File: src/hdl/rv32lsu_pkg.sv
`default_nettype none

package rv32lsu_pkg;

  localparam logic [6:0] OPC_LOAD  = 7'd3;
  localparam logic [6:0] OPC_STORE = 7'd35;

  localparam logic [2:0] F3_BYTE  = 3'd0;
  localparam logic [2:0] F3_HALF  = 3'd1;
  localparam logic [2:0] F3_WORD  = 3'd2;
  localparam logic [2:0] F3_BYTEU = 3'd4;
  localparam logic [2:0] F3_HALFU = 3'd5;

  // Index of the last byte of an access.
  localparam logic [1:0] LAST_BYTE = 2'd0;
  localparam logic [1:0] LAST_HALF = 2'd1;
  localparam logic [1:0] LAST_WORD = 2'd3;

  typedef struct packed {
    logic [31:0]        instruction;
    logic signed [31:0] base_value;
    logic signed [31:0] store_data;
  } lsu_in_t;

  typedef struct packed {
    logic               write_back;
    logic [4:0]         dest_reg;
    logic signed [31:0] load_value;
  } lsu_out_t;

  // Commands from the controller to the datapath.
  typedef struct packed {
    logic accept;
    logic red_step;
    logic mem_en;
    logic capture;
    logic out_load;
    logic clr_en;
  } lsu_cmd_t;

  // Status from the datapath to the controller.
  typedef struct packed {
    logic red_last;
    logic nop;
    logic is_load;
    logic last_byte;
    logic out_free;
    logic clr_done;
  } lsu_sts_t;

endpackage

`default_nettype wire

File: src/hdl/rv32lsu_ctrl.sv
`default_nettype none

module rv32lsu_ctrl (
  input  wire logic                  clk_i,
  input  wire logic                  rst_ni,
  input  wire logic                  in_valid_i,
  output logic                       in_ready_o,
  input  wire rv32lsu_pkg::lsu_sts_t sts_i,
  output rv32lsu_pkg::lsu_cmd_t      cmd_o
);
  import rv32lsu_pkg::*;

  typedef enum logic [5:0] {
    ST_CLEAR  = 6'b000001,
    ST_IDLE   = 6'b000010,
    ST_REDUCE = 6'b000100,
    ST_MEM    = 6'b001000,
    ST_CAPT   = 6'b010000,
    ST_FIN    = 6'b100000
  } state_e;

  state_e state_q, state_d;

  always_comb begin
    state_d    = state_q;
    cmd_o      = '0;
    in_ready_o = 1'b0;
    case (state_q)
      ST_CLEAR: begin
        cmd_o.clr_en = 1'b1;
        if (sts_i.clr_done) begin
          state_d = ST_IDLE;
        end
      end
      ST_IDLE: begin
        in_ready_o   = 1'b1;
        cmd_o.accept = in_valid_i;
        if (in_valid_i) begin
          state_d = ST_REDUCE;
        end
      end
      ST_REDUCE: begin
        cmd_o.red_step = 1'b1;
        if (sts_i.red_last) begin
          state_d = sts_i.nop ? ST_FIN : ST_MEM;
        end
      end
      ST_MEM: begin
        cmd_o.mem_en = 1'b1;
        if (sts_i.is_load) begin
          state_d = ST_CAPT;
        end else if (sts_i.last_byte) begin
          state_d = ST_FIN;
        end
      end
      ST_CAPT: begin
        cmd_o.capture = 1'b1;
        state_d = sts_i.last_byte ? ST_FIN : ST_MEM;
      end
      ST_FIN: begin
        if (sts_i.out_free) begin
          cmd_o.out_load = 1'b1;
          state_d = ST_IDLE;
        end
      end
      default: begin
        state_d = ST_CLEAR;
      end
    endcase
  end

  always_ff @(posedge clk_i or negedge rst_ni) begin
    if (!rst_ni) begin
      state_q <= ST_CLEAR;
    end else begin
      state_q <= state_d;
    end
  end

endmodule

`default_nettype wire

File: config.mk
export PLATFORM = sky130hd
export DESIGN_NAME = rv32lsu_ctrl
export DESIGN_NICKNAME = d
export VERILOG_FILES = /design/src/hdl/rv32lsu_pkg.sv /design/src/hdl/rv32lsu_ctrl.sv
export SDC_FILE = /design/constraint.sdc
export NUM_CORES = 1
export LEC_CHECK = 0
export ABC_AREA = 1
export BUFFER_PORTS_ARGS = -buffer_cell sky130_fd_sc_hd__buf_2
export CORE_MARGIN = 4
export CORE_UTILIZATION = 23
export DETAILED_ROUTE_END_ITERATION = 7
export MAX_ROUTING_LAYER = met4
export PLACE_DENSITY = 0.5
export SLEW_MARGIN = 25
export SYNTH_ARGS = -nofsm -noshare
export SYNTH_HDL_FRONTEND = slang
export SYNTH_SLANG_ARGS = --single-unit
File: constraint.sdc
create_clock -name clk_i -period 1.2 [get_ports clk_i]
set_input_delay 0.24 -clock clk_i [delete_from_list [all_inputs] [get_ports clk_i]]
set_output_delay 0.24 -clock clk_i [all_outputs]
set_load 0.01 [all_outputs]
==> results.py, run 1 <==
metrics = {
    "global_routing": {
        "grt_pass1_vias": 551,
        "grtUsageTotal_pct": 12.3,
        "grt_overflow": 0,
        "grt_pass1_wl_um": 2400,
        "grt_max_degree": 9,
        "antenna_found_initial": 0,
    },
    "synthesis": {
        "post-synth-top-count-cell": "inv_1",
        "synthCells": 68,
        "yosys_warnings": 0,
        "synth_edf_count": 0,
        "seq_area_frac_synth_pct": 32.4,
        "yosysTopAreaCellShare_pct": 26.7,
        "avgSynthCellArea_um2": 6.88,
        "ys_ff_latch": 6,
        "ys_top_cells_by_count": "inv_1 (18), nand3_1 (9), nand4_1 (9), nor2_1 (7), nand2_1 (6)",
        "synth_largest_area_cell": "dfrtp_1",
        "synth-async-reset-ratio_pct": 100,
        "syn_nets": 77,
        "synth.distinct_cells": 14,
        "synth_area_leaders": "dfrtp_1 (27%), inv_1 (14%), nand4_1 (12%)",
        "syn_area_um2": 468,
        "dominantRegCellSynth": "dfrtp_1",
    },
    "floorplanning": {
        "coreArea_mm2": 0.00194,
        "die_h_um": 53.1,
        "initial_core_util_pct": 24.1,
        "die_width_um": 53.1,
        "fp-row-count": 16,
        "io_pins": 16,
        "fp.dieArea_mm2": 0.00282,
    },
    "worst_setup_path": {
        "arrival_ns": 1.27,
        "cpPeakStageDelay_ns": 0.58,
        "critPathKind": "reg2out",
        "path_max_fanout": 4,
        "end_kind": "output port",
        "slowest_stage": "dfstp_2",
        "crit_required_ns": 0.96,
        "start_kind": "flip-flop",
        "path_cells": "inv_2 > nor2_4 > nand3_2 > inv_1 > buf_2",
    },
    "job": {
        "maxCapViolCount": 0,
    },
    "power_and_ir_drop": {
        "vdd_drop_max_mv": 0.675,
        "power_leakage_nw": 0.455,
        "cellPowerDensity_mw_per_mm2": 1560,
    },
    "layout": {
        "top_register": "state_q",
        "antenna_cells": 0,
        "drive_above_1_share_pct": 58.5,
        "fin_nets": 116,
        "largest_reg_flops": 6,
        "area_delta_synth_final_pct": 82.1,
        "top_regs": "state_q: 6 flops",
        "design_area_um2": 852,
    },
    "route": {
        "routedWlPerCell_um": 11.6,
        "vias": 583,
        "postRouteWirelength_um": 1540,
        "first_pass_iters": 4,
        "viasPerCell": 4.38,
        "ant_nets": 0,
        "drc": 0,
        "drt_iter0_drc": 17,
    },
    "timing": {
        "period_needed_ns": 1.51,
        "max_freq_mhz": 664,
        "relSlewSlack_pct": 83.4,
        "tightest_slew_ns": 0.248,
        "fin_ws_ns": -0.306,
        "finalCritPeriodShare_pct": 125,
        "rsz0062_at_grt": "true",
        "fin_skew_ns": 0.0107,
        "hold_viol_final": 0,
        "setup_viol": 12,
        "slew_viol_final": 0,
    },
    "cts": {
        "clockRootBuffer": "clkbuf_4",
        "clk_latency_ns": 0.25,
        "cts_sinks": 6,
        "h-tree-depth": 1,
        "cts_tree": "built",
        "clk_pin_slew_ns": 0.04,
        "clock_path_buffers": 2,
        "cts_buffers": 3,
    },
    "placement": {
        "placed_cell_area_um2": 642,
        "numPortBuffers": 15,
        "dp_hpwl_um": 996,
        "place_ws_ns": -0.0747,
        "gp_congestion": 0.772,
    },
    "worst_hold_path": {
        "min_path_type": "in2reg",
    },
    "status": {
        "violations": "setup timing",
        "status": "finished, violations left",
    },
}
[power breakdown]
part	internal, mW	leakage [nW]	switching (mW)
sequential	0.265	0.0757	0.0608
clock	0.127	0.0150	0.0820
combinational	0.374	0.365	0.418
total	0.765	0.455	0.561
[logic make-up after synthesis]
logic type	after synthesis	synth area share, %
AOI/OAI and AO/OA	3	3.21
buffers and inverters	19	15.2
DFF	6	32.4
and+or+nand+nor	40	49.2
[critical path, delay by kind of cell, from the launching register on]
kind | cells | cell delay (ns)
AND/OR/NAND/NOR | 2 | 0.21
buffers and inverters | 3 | 0.23
flip-flops | 1 | 0.58
[final timing paths]
| path | start | slack (ns) | depth (start not counted) | endpoint |
|---|---|---|---|---|
| hold reg to reg | state_q[4] | 0.67 | 3 | state_q[5] |
| setup / recovery | state_q[0] | -0.31 | 5 | cmd_o[0] |
| min in group asynchronous | rst_ni | 0.35 | 2 | state_q[2] |
| hold / removal | sts_i[3] | 0.26 | 3 | state_q[4] |
| max in group asynchronous | rst_ni | 0.61 | 2 | state_q[0] |
| setup reg to reg | state_q[5] | -0.18 | 8 | state_q[3] |
[cells in the final DEF (no fill, tap or decap), drive strengths merged]
cell type	count
nand4	9
dfstp	1
clkbuf	4
nor2	15
nand2	6
dfrtp	5
or2	1
buf	32
dlygate4sd3	1
nand3	10
o21ai	3
inv	19
[area by class of cell]
type | instances | area [um^2]
Inverter | 19 | 71.3
Tap cell | 27 | 33.8
Sequential cell | 6 | 154
Clock buffer | 4 | 26.3
Fill cell | 205 | 1090
Multi-Input combinational cell | 44 | 302
Timing Repair Buffer | 33 | 265
[metal layers]
| layer | share of wire, % | routed length [um] | vias up | track usage, % |
|---|---|---|---|---|
| met4 | 0.65 | 10 | 0 | 7.66 |
| met5 | 0 | 0 | - | - |
| met1 | 45 | 686 | 261 | 15.0 |
| met2 | 48 | 745 | 24 | 19.2 |
| met3 | 6.4 | 98 | 2 | 1.69 |
| li1 | - | - | 296 | - |
[per-stage QoR]
stage,util (%),instances,hold slack (ns),total power [mW],TNS (ns)
floorplan,-,68,-0.0556,0.608,0
global placement,33.1,117,0.0750,0.781,-0.556
detailed placement,33.1,117,0.0760,0.785,-0.517
CTS,39.7,129,0.249,1.17,-2.56
global route,43.9,133,0.265,1.42,-3.57
finish,43.9,133,0.259,1.33,-2.58
[what timing repair did]
item | in CTS | in global routing
pin swaps | 7 | 13
setup buffers | 6 | 5
setup endpoints to repair | 11 | 12
hold buffers | 1 | 0
hold endpoints to repair | 5 | 0
resized for setup | 12 | 16
gates cloned | 1 | 0
No activity file was read; power rests on OpenSTA's default activity.
==> inputs of run 2 (changes only) <==
--- a/config.mk
+++ b/config.mk
@@ -11,7 +11,7 @@
 export CORE_UTILIZATION = 23
 export DETAILED_ROUTE_END_ITERATION = 7
 export MAX_ROUTING_LAYER = met4
-export PLACE_DENSITY = 0.5
+export PLACE_DENSITY = 0.49
 export SLEW_MARGIN = 25
 export SYNTH_ARGS = -nofsm -noshare
 export SYNTH_HDL_FRONTEND = slang
==> constraint.sdc (replaced) <==
create_clock -name clk_i -period 1.7 [get_ports clk_i]
set_input_delay 0.34 -clock clk_i [delete_from_list [all_inputs] [get_ports clk_i]]
set_output_delay 0.34 -clock clk_i [all_outputs]
set_load 0.01 [all_outputs]
==> run 2 against run 1 <==
The run now ends clean. Worst setup slack better by 0.36 ns. First-iteration DRC count is 65% lower. Power shrank 45%. Critical path depth is 1 lower. Routed wire length down 18%. Design area shrank 21%. Sequential power shrank 32%. Clock-buffer cell count stayed put. Core utilization decreased by 9.3 points. Non-clock buffer count is 10 lower. Sequential share of layout area grew 4.7 points. Critical endpoint is now cmd_o[5]. Largest power group unchanged. Highest routed layer unchanged.
==> results.py, run 2 (synthesis gave the netlist of run 1 again) <==
metrics = {
    "status": {
        "status": "finished clean",
    },
    "global_routing": {
        "grt_overflow": 0,
        "grt_pass1_wl_um": 1900,
        "grtUsageTotal_pct": 9.57,
        "grt_max_degree": 11,
        "grt_pass1_vias": 474,
        "antenna_found_initial": 0,
    },
    "timing": {
        "hold_viol_final": 0,
        "relSlewSlack_pct": 85.7,
        "fin_skew_ns": 0.0143,
        "setup_viol": 0,
        "slew_viol_final": 0,
        "tightest_slew_ns": 0.213,
        "period_needed_ns": 1.65,
        "fin_setup_tns_ns": 0,
        "rsz0062_at_grt": "true",
        "max_freq_mhz": 608,
        "finalCritPeriodShare_pct": 96.8,
    },
    "route": {
        "viasPerCell": 4.37,
        "first_pass_iters": 4,
        "routedWlPerCell_um": 10.3,
        "postRouteWirelength_um": 1260,
        "drc": 0,
        "drt_iter0_drc": 6,
        "vias": 533,
        "ant_nets": 0,
    },
    "placement": {
        "dp_hpwl_um": 959,
        "numPortBuffers": 15,
        "gp_congestion": 0.796,
    },
    "layout": {
        "drive_above_1_share_pct": 38.9,
        "top_regs": "state_q: 6 flops",
        "final_cell_mix": "inv_1 (18), buf_2 (15), nand3_1 (9), nand4_1 (9), nor2_1 (7)",
        "largest_reg_flops": 6,
        "fin_nets": 105,
        "final_common_cell": "inv_1",
        "fill_cells": 217,
        "top_register": "state_q",
        "area_delta_synth_final_pct": 43.3,
        "multiInputGateArea_um2": 245,
        "regArea_um2": 153,
        "antenna_cells": 0,
    },
    "floorplanning": {
        "die_h_um": 53.1,
        "die_width_um": 53.1,
        "coreArea_mm2": 0.00194,
        "io_pins": 16,
        "initial_core_util_pct": 24.1,
        "fp-row-count": 16,
        "fp.dieArea_mm2": 0.00282,
    },
    "worst_setup_path": {
        "startpoint": "state_q[4]",
        "end_kind": "output port",
        "critPathKind": "reg2out",
        "arrival_ns": 1.31,
        "path_max_fanout": 6,
        "start_kind": "flip-flop",
        "crit_required_ns": 1.36,
        "reg2reg_from": "state_q[3]",
    },
    "cts": {
        "clk_pin_slew_ns": 0.06,
        "clockRootBuffer": "clkbuf_4",
        "cts_sinks": 6,
        "h-tree-depth": 1,
        "clk_latency_ns": 0.25,
        "cts_buffers": 3,
        "clock_path_buffers": 2,
        "cts_tree": "built",
    },
    "worst_hold_path": {
        "min_path_type": "in2reg",
        "hold_start": "sts_i[3]",
    },
    "job": {
        "maxCapViolCount": 0,
    },
    "power_and_ir_drop": {
        "vdd_drop_max_mv": 0.441,
        "cellPowerDensity_mw_per_mm2": 1080,
        "power_leakage_nw": 0.400,
        "power_mw": 0.724,
    },
}
==> run 2: per-stage QoR <==
| stage | hold slack, ns | utilization (%) | cells | setup WS, ns | area, um^2 |
|---|---|---|---|---|---|
| 5_1_grt | 0.347 | 34.5 | 122 | -0.0375 | 671 |
| 3_3_place_gp | 0.174 | 29.7 | 110 | 0.325 | 577 |
| 2_1_floorplan | 0.0444 | - | 68 | 0.430 | 468 |
| 6_report | 0.330 | 34.5 | 122 | 0.0541 | 671 |
| 3_5_place_dp | 0.176 | 29.7 | 110 | 0.302 | 577 |
| 4_1_cts | 0.340 | 31.6 | 115 | 0.00769 | 613 |
==> run 2: final cells by class <==
cell class | instances | share of cell area, %
multi-input cells | 43 | 36.6
inverters | 19 | 10.6
well taps | 27 | 5.04
flip-flops and latches | 6 | 22.8
repair buffers | 23 | 21.1
clock buffers | 4 | 3.92
==> run 2: what timing repair did <==
item,CTS,global route
buffers inserted,0,7
resized for setup,0,2
hold buffers,1,0
endpoints found under the setup margin,0,4
endpoints found under the hold margin,5,0
==> run 2: final timing paths <==
check / end / cells past startpoint / slack (ns)
setup / recovery: cmd_o[5] / 4 / 0.05
hold / removal: state_q[4] / 3 / 0.33
setup reg to reg: state_q[5] / 7 / 0.42
hold reg to reg: state_q[0] / 4 / 0.66
max in group asynchronous: state_q[0] / 2 / 1.03
min in group asynchronous: state_q[4] / 2 / 0.43
==> run 2: power by group <==
part           internal [mW]  switching [mW]  leakage [nW]
logic                  0.149           0.206         0.308
clock network         0.0893          0.0576        0.0150
registers              0.184          0.0373        0.0770
==> run 2: layer usage <==
layer / global-route usage, % / share of wire (%) / vias to the layer above
li1: - / - / 271
met3: 0.845 / 4.2 / 2
met4: 5.11 / 2.7 / 0
met5: - / 0 / -
met1: 11.1 / 43 / 244
met2: 16.3 / 50 / 16
==> run 2: critical path, cell delays in order (launching register included) <==
cell,delay (ns)
dfrtp_1,0.42
nor2_4,0.21
nand3_1,0.18
nor2_1,0.11
buf_2,0.13
==> inputs of run 3 (changes only) <==
--- a/config.mk
+++ b/config.mk
@@ -9,6 +9,7 @@
 export BUFFER_PORTS_ARGS = -buffer_cell sky130_fd_sc_hd__buf_2
 export CORE_MARGIN = 4
 export CORE_UTILIZATION = 23
+export CTS_BUF_LIST = sky130_fd_sc_hd__clkbuf_4 sky130_fd_sc_hd__clkbuf_8
 export DETAILED_ROUTE_END_ITERATION = 7
 export MAX_ROUTING_LAYER = met4
 export PLACE_DENSITY = 0.49
==> run 3 against run 2 <==
Clock skew about the same. Sequential share of layout area fell by 0.58 points. Global-route usage is 0.24 points lower. Largest cell class unchanged. Fmax about the same. Clock-buffer cell count is the same. Worst setup slack lost 0.00096 ns. Design area is 2.6% higher. Sequential cell count unchanged. Sequential power hardly changed. Via count shrank 3.0%.
==> results.py, run 3 (synthesis gave the netlist of run 1 again) <==
metrics = {
    "timing": {
        "max_freq_mhz": 607,
        "hold_slack_ns": 0.322,
        "setup_viol": 0,
        "relSlewSlack_pct": 84.9,
        "period_needed_ns": 1.65,
        "rsz0062_at_grt": "true",
        "tightest_slew_ns": 0.227,
        "hold_viol_final": 0,
        "finalCritPeriodShare_pct": 96.9,
        "slew_viol_final": 0,
        "fin_ws_ns": 0.0532,
        "fin_setup_tns_ns": 0,
        "fin_skew_ns": 0.0146,
    },
    "worst_setup_path": {
        "path_max_fanout": 7,
        "worst-r2r-setup-slack_ns": 0.42,
        "reg2reg_depth": 7,
        "cpPeakStageDelay_ns": 0.44,
        "reg2reg_from": "state_q[4]",
        "path_cells": "nor2_4 > buf_6 > nand3_1 > inv_1 > buf_2",
        "crit_required_ns": 1.36,
        "start_kind": "flip-flop",
        "slowest_stage": "dfrtp_2",
        "critPathKind": "reg2out",
        "worstReg2RegEnd": "state_q[5]",
        "arrival_ns": 1.31,
        "end_kind": "output port",
    },
    "worst_hold_path": {
        "hold_path_depth": 3,
        "hold_start": "sts_i[3]",
        "hold_end": "state_q[4]",
        "min_path_type": "in2reg",
    },
    "status": {
        "status": "finished clean",
    },
    "route": {
        "wl_met1_um": 503,
        "postRouteWirelength_um": 1180,
        "first_pass_iters": 4,
        "drc": 0,
        "met2_length_um": 593,
        "routedWlPerCell_um": 9.63,
        "vias": 517,
        "drt_iter0_drc": 4,
        "wl_met3_um": 63,
        "viasPerCell": 4.24,
        "ant_nets": 0,
        "top_layer_used": "met4",
    },
    "global_routing": {
        "grt_max_degree": 11,
        "grt_pass1_wl_um": 1860,
        "grt_pass1_vias": 465,
        "antenna_found_initial": 0,
        "grtUsageTotal_pct": 9.33,
        "grt_overflow": 0,
    },
    "layout": {
        "top_regs": "state_q: 6 flops",
        "fill_cells": 213,
        "top_register": "state_q",
        "final_common_cell": "inv_1",
        "regArea_um2": 153,
        "fin_nets": 105,
        "drive_above_1_share_pct": 42.1,
        "area_delta_synth_final_pct": 47.1,
        "antenna_cells": 0,
        "largest_reg_flops": 6,
        "multiInputGateArea_um2": 255,
        "final_cell_mix": "inv_1 (18), buf_2 (15), nand4_1 (9), nor2_1 (7), nand3_1 (7)",
        "final_util_pct": 35.4,
    },
    "placement": {
        "place_ws_ns": 0.302,
        "gp_congestion": 0.796,
        "dp_hpwl_um": 959,
        "numPortBuffers": 15,
    },
    "power_and_ir_drop": {
        "vdd_drop_max_mv": 0.366,
        "cellPowerDensity_mw_per_mm2": 1090,
        "power_mw": 0.753,
        "power_leakage_nw": 0.407,
    },
    "floorplanning": {
        "coreArea_mm2": 0.00194,
        "die_width_um": 53.1,
        "fp-row-count": 16,
        "initial_core_util_pct": 24.1,
        "io_pins": 16,
        "fp.dieArea_mm2": 0.00282,
        "die_h_um": 53.1,
    },
    "cts": {
        "cts_buffers": 3,
        "clk_latency_ns": 0.26,
        "clk_pin_slew_ns": 0.06,
        "clock_path_buffers": 2,
        "cts_tree": "built",
        "cts_sinks": 6,
        "clockRootBuffer": "clkbuf_4",
        "h-tree-depth": 1,
    },
    "job": {
        "maxCapViolCount": 0,
    },
}
==> run 3: changes by cell type in the layout (fill, tap and decap cells not counted) <==
| cell | previous run | this run |
|---|---|---|
| nand3_1 | 9 | 7 |
| nand3_2 | 1 | 3 |
| buf_4 | 6 | 5 |
| buf_6 | 1 | 2 |
| clkbuf_1 | 1 | 0 |
| clkbuf_4 | 3 | 4 |
==> run 3: report_power, final <==
group,leakage (nW),internal [mW],switching (mW)
Combinational,0.311,0.154,0.210
Clock,0.0184,0.105,0.0618
Sequential,0.0770,0.184,0.0372
==> run 3: critical path: cells and delay by family (launching register included) <==
kind	cells	cell delay [ns]
buffers and inverters	3	0.31
flip-flops	1	0.44
AND/OR/NAND/NOR	2	0.31
==> run 3: through the flow <==
stage          std cells  area, um^2
2_1_floorplan         68         468
3_3_place_gp         110         577
3_5_place_dp         110         577
4_1_cts              115         617
5_1_grt              122         688
6_report             122         688
==> run 3: per-layer routing <==
metal,track usage (%),up-vias
met5,-,-
met2,15.5,19
li1,-,272
met1,11.1,224
met3,0.845,2
met4,5.11,0
==> run 3: final cells by class <==
type | instances | share of cell area (%)
timing repair buffer | 23 | 21.1
multi-input combinational | 43 | 37.1
tap | 27 | 4.91
inverter | 19 | 10.4
clock buffer | 4 | 4.36
sequential | 6 | 22.2
==> run 3: how the worst max path moves through the flow <==
stage               startpoint       end  slack, ns  depth (start not counted)
floorplan           state_q[5]  cmd_o[5]       0.43                          3
global placement    state_q[1]  cmd_o[1]       0.32                          4
detailed placement  state_q[5]  cmd_o[5]       0.30                          4
CTS                 state_q[5]  cmd_o[5]       0.02                          4
global route        state_q[3]  cmd_o[0]      -0.01                          5
finish              state_q[3]  cmd_o[0]       0.05                          5
==> run 3: what timing repair did <==
item	in CTS	in global routing
buffers inserted	0	7
gates resized for setup	0	5
hold buffers	1	0
setup endpoints to repair	0	4
endpoints found under the hold margin	5	0
